--- config.mk ---
export PLATFORM = sky130hd
export DESIGN_NAME = rsa_modular_exponentiation_core
export DESIGN_NICKNAME = d
export VERILOG_FILES = /design/src/hw/rtl/rsa_mexp_pkg.sv /design/src/hw/rtl/rsa_modular_exponentiation_core.sv
export SDC_FILE = /design/constraint.sdc
export NUM_CORES = 1
export LEC_CHECK = 0
export BUFFER_PORTS_ARGS = -buffer_cell sky130_fd_sc_hd__buf_2
export CAP_MARGIN = 10
export CORE_MARGIN = 4
export CORE_UTILIZATION = 50
export CTS_BUF_LIST = sky130_fd_sc_hd__clkbuf_8 sky130_fd_sc_hd__clkbuf_16
export DETAILED_ROUTE_END_ITERATION = 10
export GPL_ROUTABILITY_DRIVEN = 0
export PLACE_DENSITY = 0.7
export SLEW_MARGIN = 20
export SYNTH_ARGS = -nofsm -noshare
export SYNTH_HDL_FRONTEND = slang
export SYNTH_SLANG_ARGS = --single-unit
--- constraint.sdc ---
create_clock -name clk -period 5.2 [get_ports clk]
set_input_delay 1.04 -clock clk [delete_from_list [all_inputs] [get_ports clk]]
set_output_delay 1.04 -clock clk [all_outputs]
set_load 0.02 [all_outputs]
--- src/hw/rtl/rsa_mexp_pkg.sv ---
// Shared widths and register index codes for the RSA exponentiation core.
`timescale 1ns / 1ps

package rsa_mexp_pkg;

    // operand and modulus width
    localparam int unsigned W = 31;

    // step counter for one shift-add modular multiply (W steps)
    localparam int unsigned CNT_W = $clog2(W);

    // configuration register index
    localparam int unsigned IDX_W = 2;

    typedef enum logic [IDX_W-1:0] {
        REG_MODULUS     = 2'd0,
        REG_PUBLIC_EXP  = 2'd1,
        REG_PRIVATE_EXP = 2'd2,
        REG_UNUSED      = 2'd3
    } reg_idx_t;

    // smallest modulus the register will hold
    localparam logic [W-1:0] MOD_MIN = W'(2);

    typedef logic [W-1:0] word_t;

endpackage

--- src/hw/rtl/rsa_modular_exponentiation_core.sv ---
// RSA modular exponentiation core: right-to-left square-and-multiply.
//
// Usage:
//   Requests arrive on in_valid/in_stall with func (0 = public exponent,
//   1 = private exponent) and a 31-bit value. The result value^exp mod n
//   leaves on out_valid/out_stall. A transfer happens on a clock edge with
//   valid high and stall low. The user must write modulus and exponents on
//   the cfg port (cfg_valid/cfg_ready, cfg_index, cfg_data) only while the
//   core is idle; the core does not enforce this. cfg_ready is always high.
//   A modulus below 2 is stored as 2.
// One shared shift-add modular multiplier retires one multiplier bit per
//   cycle. A request is accepted and its value reduced mod n; then, per
//   exponent bit up to the highest set bit, a check step, a multiply if the
//   bit is set and a squaring (skipped after the top bit); then the result
//   is posted. A zero exponent goes straight from the check to posting.
// The core holds in_stall high while a request is in flight. A finished
//   result sits in an output register; when the receiver stalls, the next
//   request is still accepted and waits before posting until the register
//   frees up. Reset clears the registers to modulus 2, exponents 0.
`timescale 1ns / 1ps

module rsa_modular_exponentiation_core (
    input  logic                               clk,
    input  logic                               rst_n,
    // request channel
    input  logic                               in_valid,
    output logic                               in_stall,
    input  logic                               func,
    input  logic [rsa_mexp_pkg::W-1:0]         value,
    // result channel
    output logic                               out_valid,
    input  logic                               out_stall,
    output logic [rsa_mexp_pkg::W-1:0]         result,
    // configuration write channel
    input  logic                               cfg_valid,
    output logic                               cfg_ready,
    input  logic [rsa_mexp_pkg::IDX_W-1:0]     cfg_index,
    input  logic [rsa_mexp_pkg::W-1:0]         cfg_data
);

    localparam int unsigned W     = rsa_mexp_pkg::W;
    localparam int unsigned CNT_W = rsa_mexp_pkg::CNT_W;

    typedef enum logic [2:0] {
        ST_IDLE,
        ST_REDUCE,
        ST_CHECK,
        ST_MUL,
        ST_SQR,
        ST_FINISH
    } state_t;

    // sequencer and datapath registers
    state_t                  state_reg, state_next;
    rsa_mexp_pkg::word_t     mod_reg, mod_next;
    rsa_mexp_pkg::word_t     pub_reg, pub_next;
    rsa_mexp_pkg::word_t     priv_reg, priv_next;
    rsa_mexp_pkg::word_t     exp_reg, exp_next;
    rsa_mexp_pkg::word_t     acc_reg, acc_next;
    rsa_mexp_pkg::word_t     pw_reg, pw_next;
    rsa_mexp_pkg::word_t     ma_reg, ma_next;
    rsa_mexp_pkg::word_t     mb_reg, mb_next;
    rsa_mexp_pkg::word_t     r_reg, r_next;
    logic [CNT_W-1:0]        cnt_reg, cnt_next;
    logic                    out_valid_reg, out_valid_next;
    rsa_mexp_pkg::word_t     result_reg, result_next;

    // shared multiplier step: r <- (2r + bit*a) mod n, with r, a < n
    logic [W+1:0]            sum_s;
    logic [W+1:0]            mod_x1;
    logic [W+1:0]            mod_x2;
    rsa_mexp_pkg::word_t     step_r;
    logic                    last_step;

    assign sum_s  = {1'b0, r_reg, 1'b0} + (mb_reg[W-1] ? {2'b00, ma_reg} : '0);
    assign mod_x1 = {2'b00, mod_reg};
    assign mod_x2 = {1'b0, mod_reg, 1'b0};

    always_comb
    begin
        if (sum_s >= mod_x2)
        begin
            step_r = W'(sum_s - mod_x2);
        end
        else if (sum_s >= mod_x1)
        begin
            step_r = W'(sum_s - mod_x1);
        end
        else
        begin
            step_r = W'(sum_s);
        end
    end

    assign last_step = (cnt_reg == '0);

    // handshake outputs
    assign in_stall  = (state_reg != ST_IDLE);
    assign out_valid = out_valid_reg;
    assign result    = result_reg;
    assign cfg_ready = 1'b1;

    // sequencer next state
    always_comb
    begin
        state_next     = state_reg;
        mod_next       = mod_reg;
        pub_next       = pub_reg;
        priv_next      = priv_reg;
        exp_next       = exp_reg;
        acc_next       = acc_reg;
        pw_next        = pw_reg;
        ma_next        = ma_reg;
        mb_next        = mb_reg;
        r_next         = r_reg;
        cnt_next       = cnt_reg;
        out_valid_next = out_valid_reg;
        result_next    = result_reg;

        // result taken downstream
        if (out_valid_reg && !out_stall)
        begin
            out_valid_next = 1'b0;
        end

        // configuration writes
        if (cfg_valid && cfg_ready)
        begin
            unique case (rsa_mexp_pkg::reg_idx_t'(cfg_index))
                rsa_mexp_pkg::REG_MODULUS:
                begin
                    mod_next = (cfg_data < rsa_mexp_pkg::MOD_MIN) ?
                               rsa_mexp_pkg::MOD_MIN : cfg_data;
                end
                rsa_mexp_pkg::REG_PUBLIC_EXP:  pub_next  = cfg_data;
                rsa_mexp_pkg::REG_PRIVATE_EXP: priv_next = cfg_data;
                default: ;
            endcase
        end

        unique case (state_reg)
            ST_IDLE:
            begin
                if (in_valid)
                begin
                    exp_next   = func ? priv_reg : pub_reg;
                    acc_next   = W'(1);
                    // reduce value as 1 * value mod n
                    ma_next    = W'(1);
                    mb_next    = value;
                    r_next     = '0;
                    cnt_next   = CNT_W'(W - 1);
                    state_next = ST_REDUCE;
                end
            end

            ST_REDUCE:
            begin
                r_next   = step_r;
                mb_next  = mb_reg << 1;
                cnt_next = cnt_reg - 1'b1;
                if (last_step)
                begin
                    pw_next    = step_r;
                    state_next = ST_CHECK;
                end
            end

            ST_CHECK:
            begin
                ma_next  = pw_reg;
                r_next   = '0;
                cnt_next = CNT_W'(W - 1);
                if (exp_reg == '0)
                begin
                    state_next = ST_FINISH;
                end
                else if (exp_reg[0])
                begin
                    mb_next    = acc_reg;
                    state_next = ST_MUL;
                end
                else
                begin
                    mb_next    = pw_reg;
                    state_next = ST_SQR;
                end
            end

            ST_MUL:
            begin
                r_next   = step_r;
                mb_next  = mb_reg << 1;
                cnt_next = cnt_reg - 1'b1;
                if (last_step)
                begin
                    acc_next = step_r;
                    if (exp_reg[W-1:1] == '0)
                    begin
                        // top bit done, squaring not needed
                        state_next = ST_FINISH;
                    end
                    else
                    begin
                        ma_next    = pw_reg;
                        mb_next    = pw_reg;
                        r_next     = '0;
                        cnt_next   = CNT_W'(W - 1);
                        state_next = ST_SQR;
                    end
                end
            end

            ST_SQR:
            begin
                r_next   = step_r;
                mb_next  = mb_reg << 1;
                cnt_next = cnt_reg - 1'b1;
                if (last_step)
                begin
                    pw_next    = step_r;
                    exp_next   = exp_reg >> 1;
                    state_next = ST_CHECK;
                end
            end

            ST_FINISH:
            begin
                // post once the output register is free
                if (!out_valid_reg || !out_stall)
                begin
                    result_next    = acc_reg;
                    out_valid_next = 1'b1;
                    state_next     = ST_IDLE;
                end
            end

            default:
            begin
                state_next = ST_IDLE;
            end
        endcase
    end

    // state and registered outputs
    always_ff @(posedge clk or negedge rst_n)
    begin
        if (!rst_n)
        begin
            state_reg     <= ST_IDLE;
            mod_reg       <= rsa_mexp_pkg::MOD_MIN;
            pub_reg       <= '0;
            priv_reg      <= '0;
            exp_reg       <= '0;
            acc_reg       <= '0;
            pw_reg        <= '0;
            ma_reg        <= '0;
            mb_reg        <= '0;
            r_reg         <= '0;
            cnt_reg       <= '0;
            out_valid_reg <= 1'b0;
            result_reg    <= '0;
        end
        else
        begin
            state_reg     <= state_next;
            mod_reg       <= mod_next;
            pub_reg       <= pub_next;
            priv_reg      <= priv_next;
            exp_reg       <= exp_next;
            acc_reg       <= acc_next;
            pw_reg        <= pw_next;
            ma_reg        <= ma_next;
            mb_reg        <= mb_next;
            r_reg         <= r_next;
            cnt_reg       <= cnt_next;
            out_valid_reg <= out_valid_next;
            result_reg    <= result_next;
        end
    end

endmodule

== After elaboration in Yosys (flattened, before gate mapping) ==
Cells that the tools add are included.

* Flip-flop bits (word level): 319
* Latch bits: 0
* Memory bits (writable): 0
* Memory bits (read-only): 0
* Input bits: 70
* Output and inout port bits: 34
* Logic and storage cells: 99
* Memories: 0

* Add/sub/neg operators: 4
* Multiply operators: 0
* Divide/modulo/power cells: 0
* Order comparisons: 3
* Eq/ne operators: 14
* Shift-type cells: 0
* Multiplexer cells: 39
* Bitwise operators: 0
* Reduce and logical (&&, ||, !) cells: 26

{| class="wikitable"
|+ Operators by type and width
! operator !! count
|-
| $mux W31 || 19
|-
| $pmux W31 S4 || 2
|-
| $pmux W31 S2 || 2
|-
| $pmux W31 S3 || 1
|-
| $sub A31 B31 Y31 || 2
|-
| $add A32 B31 Y33 || 1
|-
| $ge A33 B31 Y1 || 1
|-
| $ge A33 B32 Y1 || 1
|-
| $logic_not A31 Y1 || 1
|-
| $lt A31 B2 Y1 const B || 1
|-
| $logic_not A30 Y1 || 1
|-
| $pmux W5 S4 || 1
|-
| $mux W3 || 6
|-
| $mux W5 || 3
|-
| $pmux W3 S5 || 1
|-
| $ne A2 B2 Y1 const B || 6
|-
| $reduce_and A2 Y1 || 6
|-
| $reduce_and A3 Y1 || 3
|-
| $reduce_and A4 Y1 || 2
|-
| $eq A3 B2 Y1 const B || 2
|-
| $eq A3 B3 Y1 const B || 2
|-
| $reduce_bool A3 Y1 || 2
|-
| $logic_not A5 Y1 || 1
|-
| $sub A5 B1 Y5 const B || 1
|-
| other kinds (13) || 18
|}

== Depth between registers and ports, before layout ==
Gate-level depths: netlist of the first run.

* Depth after elaboration: 8
* Mapped depth: 26
* Depth with buffers taken out: 22

== Worst setup path after synthesis of the first run ==
No wires, ideal clock.

* Path kind: register to register
* Start: reg mb_reg[30]
* End: reg pw_reg[16]
* Setup time: 0.125 ns
* Arrival: 5.133 ns
* Data required time: 5.075 ns
* Slack: -0.058 ns
* Stages on the path, launching flop included: 25
* Path buffers: 4
* Period minus slack after synthesis: 5.258 ns
* Path through: dfrtp_1 > clkbuf_1 > and2_1 > ha_1 > fa_1 > a211oi_1 > nor2_1 > a21oi_1 > a21oi_2 > a31oi_1 > o21ai_0 > nor3_1 > ha_1 > clkbuf_1 > and3_1 > nand4_1 > o32ai_1 > a311o_1 > a2111oi_0 > and3b_2 > buf_6 > buf_8 > mux2i_1 > mux2i_1 > mux2_2

* Word-level cells in the longest chain between the ends: 5
* Elaborated cells on any way between the ends: 8
* Those cells by class: add/sub: 3; order compare: 2; mux: 3

{| class="wikitable"
|+ Ends and longest elaborated chain
! element !! RTL line !! source
|-
| start, declared || rsa_modular_exponentiation_core.sv:62 || <nowiki>rsa_mexp_pkg::word_t mb_reg, mb_next;</nowiki>
|-
| start signal, assigned || rsa_modular_exponentiation_core.sv:274 || <nowiki>mb_reg <= mb_next;</nowiki>
|-
| $mux W31 (*) || rsa_modular_exponentiation_core.sv:75 || <nowiki>assign sum_s = {1'b0, r_reg, 1'b0} + (mb_reg[W-1] ? {2'b00, ma_reg} : '0);</nowiki>
|-
| $add A32 B31 Y33 (*) || rsa_modular_exponentiation_core.sv:75 ||
|-
| $sub A31 B31 Y31 or $ge A33 B31 Y1 (tied branches) || rsa_modular_exponentiation_core.sv:87, rsa_modular_exponentiation_core.sv:85 ||
|-
| $mux W31 || rsa_modular_exponentiation_core.sv:85 || <nowiki>else if (sum_s >= mod_x1)</nowiki>
|-
| $mux W31 (*) || rsa_modular_exponentiation_core.sv:81 || <nowiki>if (sum_s >= mod_x2)</nowiki>
|-
| end signal, assigned || rsa_modular_exponentiation_core.sv:272 || <nowiki>pw_reg <= pw_next;</nowiki>
|-
| end, declared || rsa_modular_exponentiation_core.sv:60 || <nowiki>rsa_mexp_pkg::word_t pw_reg, pw_next;</nowiki>
|}

Mark *: on every way between the ends. The rest lies on a longest branch, timed or not.
A chain may end at the register's enable or synchronous reset.

== Worst setup path after layout of the first run ==
* Start: reg mb_reg[30]
* End: reg pw_reg[3]

Same word-level chain as after synthesis.

==> run summary, run 1 <==
Design Area, Final = 23600 um2
Initial Util = 51.1%
via count = 16900
number of vias per cell = 5.99
Final Max Slew Viols = 0
Syn Area/Cell = 9.20 um2
endpoint class of the critical path = flip-flop
critical path peak fanout = 7
H-tree depth = 2
DP Area = 21100 um2
CTS root buffer = clkbuf_16
vias in the first global route = 16200
Hold Fails Final Rpt = 0
placed insts = 2732
Max Clock Skew = 0.0359 ns
# clock sinks = 319
Maximum Capacitance Violations = 0
Total Wirelength = 56100 um
Total GRT Usage = 26.0%
Setup Viol. Count Final = 90
Die Y-Extent = 202 um
Cell Count, Final, Fillers Out = 2828
insertion delay to the later sink of the worst-skew pair = 0.55 ns
ant diodes = 0
synth unique cells = 88
Core Region = 36900 um2
initial antenna violation count = 0
Post-DRT Antenna Nets = 0
DRC errors left = 0
layout cells sized above 1 = 28.6%
Tcrit/Tclk final = 106%
asr flop ratio synth = 100%
worst setup margin = -0.319 ns
Mapped Cells = 2047
slowest stage delay, CP = 0.47 ns
CTS tree = yes
Syn. warnings = 0
initial drt markers = 1512
Final min period = 5.52 ns
Critical Path AT = 5.95 ns
Post-synth EDFFs = 0
layout net count = 2469
failing checks = setup timing
Highest Clock Rate = 0.181 GHz
Clk pin slew, worst setup/hold paths = 0.06 ns
clock tree buffer depth = 3
count of state elements after synthesis = 319
Die Footprint = 40800 um2
WS Path Type = flip-flop to flip-flop
Worst Tran Pin Value = 1.05 ns
cts bufs inserted = 35
Post-synth top flop = dfrtp_1
area leader, netlist = dfrtp_1
first-pass GRT wire length = 87200 um
Rows = 70
Top Ports = 104
PortBufs = 102
dpl hpwl = 39200 um
largest net degree at the start of global routing = 124
Min-Delay Path Class = flip-flop to flip-flop
Crit-path slowest cell = dfrtp_2
unrepaired setup endpoints after global routing = true
die width = 202 um
Routed WL per cell = 19.9 um
syn nets = 2213
outcome = finished with violations
register area share after synthesis = 42.4%
Worst setup SP type = flip-flop
Layout area overhead = 25.4%
Final Util = 64.0%
Critical Path RT = 5.63 ns
Pre-antenna DRT Iters = 7
top post-synthesis cells by area = dfrtp_1, nand2_1, o21ai_0
grt total ovfl = 0
slew margin rel. = 30.0%
Synth top area share = 42.3%
mapped cell area = 18800 um2
cell mode on critical path = a21oi_2
[cell usage after synthesis (4+ instances only)]
cell	number
a211oi_1	10
a21boi_0	6
a21o_1	32
a21oi_1	131
a221oi_1	30
a22o_1	18
a22oi_1	4
a31o_2	7
a31oi_1	11
a32o_1	11
and2_1	40
and3_1	10
and4_1	4
buf_1	7
buf_2	4
clkbuf_1	93
dfrtp_1	318
ha_1	93
inv_1	58
mux2_2	112
mux2i_1	43
nand2_1	343
nand2b_1	13
nand3_1	19
nand3b_1	5
nand4_1	13
nor2_1	93
nor2b_1	13
nor3_1	22
nor4_1	17
o211ai_1	12
o21a_1	13
o21ai_0	256
o21ai_1	6
o21bai_1	6
o221ai_1	6
o22ai_1	6
o31ai_1	7
or2_2	7
or3_1	6
xnor2_1	44
xor2_1	29
[repair_timing]
item                                    in CTS  in global routing
hold buffers                                 0                  0
cloned                                       4                  3
pin swaps                                   58                 72
buffers inserted                            13                 24
gates resized for setup                    112                128
endpoints found under the setup margin      93                 93
[worst paths after layout]
path                            slack, ns     endpoint        from  cells after the start
worst max-delay path                -0.32    pw_reg[3]  mb_reg[30]                     25
worst min-delay path                 0.47    ma_reg[6]   ma_reg[6]                      2
worst max register to register      -0.32    pw_reg[3]  mb_reg[30]                     25
worst min register to register       0.47    ma_reg[6]   ma_reg[6]                      2
max in group asynchronous            3.49  mod_reg[26]       rst_n                      2
min in group asynchronous            0.54    out_valid       rst_n                      1
[layout by cell type (no fill, tap or decap), drive strengths merged, types with 19 or more instances in the layout]
cell type / netlist / routed
nand3: 19 / 19
xnor2: 44 / 44
buf: 18 / 327
and2: 41 / 41
mux2i: 43 / 43
nor2: 94 / 94
dfrtp: 318 / 318
mux2: 112 / 112
a21o: 32 / 32
a221oi: 30 / 30
xor2: 29 / 29
o21ai: 262 / 262
inv: 58 / 69
clkbuf: 93 / 47
nand2: 343 / 343
a21oi: 133 / 133
ha: 93 / 93
nor3: 22 / 22
[per-stage QoR]
| stage | setup WS [ns] | TNS, ns | hold slack [ns] |
|---|---|---|---|
| 2_1_floorplan | 0.0192 | 0 | 0.442 |
| 3_3_place_gp | -0.314 | -13.21 | 0.461 |
| 3_5_place_dp | -0.493 | -27.05 | 0.468 |
| 4_1_cts | -0.0301 | -0.0994 | 0.481 |
| 5_1_grt | -0.458 | -25.76 | 0.501 |
| 6_report | -0.319 | -14.38 | 0.475 |
[worst max-delay path, delay by kind of cell, from the launching register on]
family                   cells  cell delay (ns)
adder cells (fa/ha/maj)      2             0.52
XOR/XNOR                     1             0.23
AO/OA/AOI/OAI               12             2.20
buffers and inverters        4             0.58
flip-flops                   1             0.47
AND/OR/NAND/NOR              4             0.91
multiplexers                 2             0.49
[final cells by class]
type                            instances  area [um2]
Fill cell                            2926       13300
Multi-Input combinational cell       1559       11200
Sequential cell                       319        7990
Timing Repair Buffer                  330        2440
Clock buffer                           45        1010
Tap cell                              504         631
Inverter                               58         218
Clock inverter                         13        77.6
[cell families (layout without fill, tap and decap cells)]
| logic type | Yosys count | in the layout | synth area share [%] |
|---|---|---|---|
| AOI/OAI and AO/OA | 614 | 614 | 20.2 |
| xor gates and xnor gates | 73 | 73 | 3.40 |
| adders and majority gates | 96 | 96 | 6.50 |
| buffers and inverters | 169 | 446 | 3.63 |
| DFF | 319 | 319 | 42.4 |
| muxes | 155 | 155 | 8.98 |
| other | 1 | 1 | 0.0199 |
| and+or+nand+nor | 620 | 620 | 14.9 |
[layer usage]
| metal | vias to the layer above | wire, um | GRT usage (%) |
|---|---|---|---|
| li1 | 7852 | - | - |
| met1 | 8346 | 25000 | 37.6 |
| met2 | 636 | 25900 | 41.6 |
| met3 | 100 | 3830 | 4.25 |
| met4 | 0 | 1430 | 5.76 |
| met5 | - | 0 | 0 |
Power of run 1 is left out: the tool's default activity adds up to more than one toggle a clock period on the data nets, which glitch-free logic cannot reach.
==> run 2: changes to the inputs <==
--- a/config.mk
+++ b/config.mk
@@ -13,6 +13,7 @@
 export DETAILED_ROUTE_END_ITERATION = 10
 export GPL_ROUTABILITY_DRIVEN = 0
 export PLACE_DENSITY = 0.7
+export REMOVE_ABC_BUFFERS = 1
 export SLEW_MARGIN = 20
 export SYNTH_ARGS = -nofsm -noshare
 export SYNTH_HDL_FRONTEND = slang
==> run summary, run 2 (same netlist as run 1, synthesis figures left out) <==
outcome = finished with violations
die width = 202 um (unchanged)
Hold Fails Final Rpt = 0 (unchanged)
clock tree buffer depth = 3 (unchanged)
CTS root buffer = clkbuf_16
DRC errors left = 0 (unchanged)
Tcrit/Tclk final = 105% (-1.4 points)
Total GRT Usage = 26.7% (+0.64 points)
Worst Tran Pin Value = 1.38 ns (+0.331 ns)
ant diodes = 0 (unchanged)
CTS tree = yes
insertion delay to the later sink of the worst-skew pair = 0.55 ns (about the same)
Critical Path RT = 5.63 ns (about the same)
failing checks = setup timing
Min-Delay Path Class = flip-flop to flip-flop
largest net degree at the start of global routing = 123 (-0.81%)
grt total ovfl = 0 (unchanged)
critical path peak fanout = 8 (+1)
most common cell after layout, fill and taps aside = nand2_1
first-pass GRT wire length = 89700 um (+2.9%)
dpl hpwl = 39100 um (-0.24%)
H-tree depth = 2 (unchanged)
# clock sinks = 319 (unchanged)
Setup Viol. Count Final = 91 (+1.1%)
layout cells sized above 1 = 29.2% (+0.60 points)
Placement Setup Slack = -0.778 ns (-0.285 ns)
initial antenna violation count = 0 (unchanged)
# hold bufs at CTS = 0 (unchanged)
unrepaired setup endpoints after global routing = true
Routed WL per cell = 19.5 um (-1.7%)
Final Util = 64.6% (+0.57 points)
cts bufs inserted = 36 (+2.9%)
Rows = 70 (unchanged)
WS Path Type = flip-flop to flip-flop
endpoint class of the critical path = flip-flop
initial drt markers = 1408 (-6.9%)
Core Region = 36900 um2 (unchanged)
Layout area overhead = 26.5%
slew margin rel. = 8.23% (-22 points)
PortBufs = 102 (unchanged)
Die Y-Extent = 202 um (unchanged)
Critical Path AT = 5.87 ns (-0.08 ns)
Total Wirelength = 55900 um (-0.39%)
Worst setup SP type = flip-flop
number of vias per cell = 5.93 (-0.90%)
Pre-antenna DRT Iters = 5 (-2)
Highest Clock Rate = 0.184 GHz (+1.4%)
vias in the first global route = 16700 (+2.9%)
layout net count = 2506 (+1.5%)
Die Footprint = 40800 um2 (unchanged)
r2r setup slk = -0.24 ns (+0.07 ns)
Maximum Capacitance Violations = 0 (unchanged)
Clk pin slew, worst setup/hold paths = 0.06 ns (about the same)
Initial Util = 51.1% (unchanged)
worst setup margin = -0.245 ns (+0.0747 ns)
Post-DRT Antenna Nets = 0 (unchanged)
Top Ports = 104 (unchanged)
most frequent cells in the layout = nand2_1, dfrtp_1, buf_4, o21ai_0, a21oi_1
Max Clock Skew = 0.0184 ns (-0.0176 ns)
Final Max Slew Viols = 0 (unchanged)
via count = 17000 (+0.43%)
Final min period = 5.44 ns (-0.0747 ns)
## run 2: changes by cell type in the layout (fill, tap and decap cells not counted), sizes merged
cell / before / now
clkinv: 2 / 1
clkbuf: 47 / 48
buf: 327 / 365
bufinv: 0 / 3
inv: 69 / 67
bufbuf: 1 / 0
## run 2: routing by layer
metal  up-vias  GRT usage (%)  routed length [um]
met5         -              0                   0
met4         0           7.91                1410
met3        98           3.91                3710
met2       618           42.3               25600
met1      8366           38.3               25200
li1       7925              -                   -
## run 2: layout make-up
| class | instances | area (um2) |
|---|---|---|
| Fill cell | 2887 | 13100 |
| Inverter | 58 | 218 |
| Timing Repair Buffer | 366 | 2670 |
| Tap cell | 504 | 631 |
| Multi-Input combinational cell | 1559 | 11100 |
| Clock buffer | 47 | 1060 |
| Sequential cell | 319 | 7990 |
| Clock inverter | 13 | 138 |
## run 2: final timing paths
check | end | cells after the start | from
max in group asynchronous | mb_reg[30] | 2 | rst_n
hold reg to reg | mb_reg[27] | 2 | mb_reg[27]
hold / removal | mb_reg[27] | 2 | mb_reg[27]
min in group asynchronous | pub_reg[6] | 1 | rst_n
setup / recovery | pw_reg[30] | 25 | mb_reg[30]
setup reg to reg | pw_reg[30] | 25 | mb_reg[30]
## run 2: per-stage QoR
stage | TNS [ns] | hold slack (ns) | area [um2] | instances
final | -12.72 | 0.481 | 23800 | 2866
after CTS | -1.35 | 0.483 | 23500 | 2863
after global placement | -28.34 | 0.460 | 21300 | 2765
after floorplan | -130.17 | 0.442 | 18400 | 1936
after detailed placement | -48.24 | 0.467 | 21300 | 2765
after global routing | -32.02 | 0.489 | 23800 | 2866
## run 2: repair_timing
| action | CTS | global route |
|---|---|---|
| pin swaps | 70 | 68 |
| gates resized for setup | 147 | 101 |
| gates cloned | 3 | 1 |
| setup buffers | 40 | 8 |
| setup endpoints to repair | 93 | 93 |
## run 2: worst max-delay path, stage by stage, from the launching register on
cell       delay (ns)
dfrtp_2          0.48
and2_4           0.17
ha_4             0.17
fa_2             0.37
a211oi_2         0.29
nor2_2           0.08
a21oi_2          0.18
a21oi_2          0.10
a31oi_2          0.24
o21ai_2          0.13
buf_4            0.15
nor4_2           0.13
a311o_1          0.21
ha_1             0.27
nand4_1          0.17
inv_2            0.05
nand4_1          0.15
o32ai_2          0.10
a311o_1          0.33
a2111oi_2        0.28
and3b_2          0.28
buf_6            0.14
buf_8            0.13
a211oi_2         0.04
a221o_1          0.37
mux2_4           0.29
Power of run 2 is left out for the same reason.
==> run 3: changes to the inputs <==
--- a/config.mk
+++ b/config.mk
@@ -12,6 +12,7 @@
 export CTS_BUF_LIST = sky130_fd_sc_hd__clkbuf_8 sky130_fd_sc_hd__clkbuf_16
 export DETAILED_ROUTE_END_ITERATION = 10
 export GPL_ROUTABILITY_DRIVEN = 0
+export GPL_TIMING_DRIVEN = 1
 export PLACE_DENSITY = 0.7
 export REMOVE_ABC_BUFFERS = 1
 export SLEW_MARGIN = 20
==> constraint.sdc (replaced) <==
create_clock -name clk -period 4.6 [get_ports clk]
set_input_delay 0.92 -clock clk [delete_from_list [all_inputs] [get_ports clk]]
set_output_delay 0.92 -clock clk [all_outputs]
set_load 0.02 [all_outputs]
==> run summary, run 3 (same netlist as run 1, synthesis figures left out) <==
outcome = finished with violations
failing checks = setup timing
FILL cells = 2779 (-3.7%)
H-tree depth = 2 (unchanged)
first-pass GRT wire length = 92300 um (+2.9%)
Clk pin slew, worst setup/hold paths = 0.06 ns (about the same)
Critical Path AT = 5.86 ns (about the same)
Final Max Slew Viols = 0 (unchanged)
initial antenna violation count = 0 (unchanged)
register area = 7990 um2 (unchanged)
Critical Path RT = 4.99 ns (-0.64 ns)
Core Region = 36900 um2 (unchanged)
unrepaired setup endpoints after global routing = true
critical path peak fanout = 5 (-3)
Total Wirelength = 58300 um (+4.3%)
clock tree buffer depth = 3 (unchanged)
Worst Tran Pin Value = 1.02 ns (-0.359 ns)
Maximum Capacitance Violations = 0 (unchanged)
# clock sinks = 319 (unchanged)
area of the multi-input gates = 11300 um2 (+1.3%)
most frequent cells in the layout = nand2_1, dfrtp_1, buf_4, o21ai_0, a21oi_1
CTS root buffer = clkbuf_16
Worst setup SP type = flip-flop
Total GRT Usage = 27.6% (+0.98 points)
Max Clock Skew = 0.0238 ns (+0.00545 ns)
PortBufs = 102 (unchanged)
Routed WL per cell = 19.8 um (+1.5%)
layout net count = 2583 (+3.1%)
Setup Viol. Count Final = 93 (+2.2%)
ant diodes = 0 (unchanged)
Sum Neg Setup Slack = -70.51 ns (-57.80 ns)
Highest Clock Rate = 0.183 GHz (-0.43%)
number of vias per cell = 5.96 (+0.38%)
layout cells sized above 1 = 32.0% (+2.8 points)
Die Footprint = 40800 um2 (unchanged)
via count = 17500 (+3.1%)
Final min period = 5.47 ns (+0.0235 ns)
cts bufs inserted = 35 (-2.8%)
Reg2Reg Capture Point = r_reg[29]
endpoint class of the critical path = flip-flop
DRC errors left = 0 (unchanged)
Initial Util = 51.1% (unchanged)
r2r setup slk = -0.87 ns (-0.62 ns)
insertion delay to the later sink of the worst-skew pair = 0.56 ns (about the same)
CTS tree = yes
Rows = 70 (unchanged)
initial drt markers = 1531 (+8.7%)
die width = 202 um (unchanged)
Pre-antenna DRT Iters = 7 (+2)
most common cell after layout, fill and taps aside = nand2_1
Post-DRT Antenna Nets = 0 (unchanged)
dpl hpwl = 39900 um (+2.2%)
Top Ports = 104 (unchanged)
Reg2Reg Depth = 25 (unchanged)
grt total ovfl = 0 (unchanged)
largest net degree at the start of global routing = 123 (unchanged)
worst setup margin = -0.868 ns (-0.624 ns)
vias in the first global route = 17600 (+5.2%)
Min-Delay Path Class = input pin to asynchronous set/reset pin
Hold Fails Final Rpt = 0 (unchanged)
slew margin rel. = 32.2% (+24 points)
Die Y-Extent = 202 um (unchanged)
worst r2r src = mb_reg[30]
WS Path Type = flip-flop to flip-flop
Layout area overhead = 30.3%
Tcrit/Tclk final = 119% (+14 points)
-- run 3: worst max-delay path, cell delays in order (launching register included) --
cell and delay (ns):
dfrtp_2 0.45, and2_4 0.18, ha_4 0.17, fa_2 0.38
a211oi_2 0.28, nor2_2 0.09, a21oi_2 0.21, a21oi_2 0.11
a31oi_2 0.23, o21ai_2 0.12, buf_4 0.16, a311o_1 0.41
ha_4 0.27, nand4_1 0.14, inv_1 0.10, nand4_1 0.11
o32ai_2 0.09, a311o_1 0.33, a2111oi_2 0.27, and3b_2 0.32
buf_4 0.14, buf_6 0.09, buf_4 0.14, mux2i_2 0.23
buf_4 0.16, o221ai_1 0.11
-- run 3: layer usage --
layer	track usage, %	routed length, um	part of all wire (%)	vias to the layer above
met3	4.86	4100	7.0	151
met4	10.1	1830	3.1	0
met1	37.6	25100	43	8605
li1	-	-	-	8075
met2	44.7	27300	47	711
met5	0	0	0	-
-- run 3: layout make-up --
cell class	instances	share of cell area, %
Multi-Input combinational cell	1559	45.9
Sequential cell	319	32.5
Timing Repair Buffer	444	13.3
Clock buffer	42	4.05
Tap cell	504	2.57
Inverter	58	0.887
Clock inverter	19	0.704
-- run 3: how the worst max path moves through the flow --
stage	start	slack [ns]	cells past startpoint	end
3_3_place_gp	mb_reg[30]	-0.96	22	acc_reg[23]
6_report	mb_reg[30]	-0.87	25	r_reg[29]
5_1_grt	mb_reg[30]	-1.01	25	r_reg[29]
3_5_place_dp	mb_reg[30]	-1.22	22	acc_reg[23]
4_1_cts	mb_reg[30]	-0.53	25	pw_reg[16]
2_1_floorplan	mb_reg[30]	-2.13	19	r_reg[13]
-- run 3: repair_timing --
item	in CTS	in global routing
resized for setup	208	54
pin swaps	67	57
buffers inserted	30	17
cloned	3	0
endpoints found under the setup margin	93	93
hold buffers	0	0
-- run 3: per-stage QoR --
step                      worst slack [ns]  hold WS (ns)  instance area (um2)  std cells  util [%]
final                               -0.868         0.458                24500       2945      66.5
after global routing                 -1.01         0.504                24500       2945      66.5
after CTS                           -0.529         0.483                24100       2929      65.5
after detailed placement             -1.22         0.469                21900       2837      59.3
after global placement              -0.957         0.460                21900       2837      59.3
after floorplan                      -2.13         0.442                18400       1936         -
Power of run 3 is left out for the same reason.
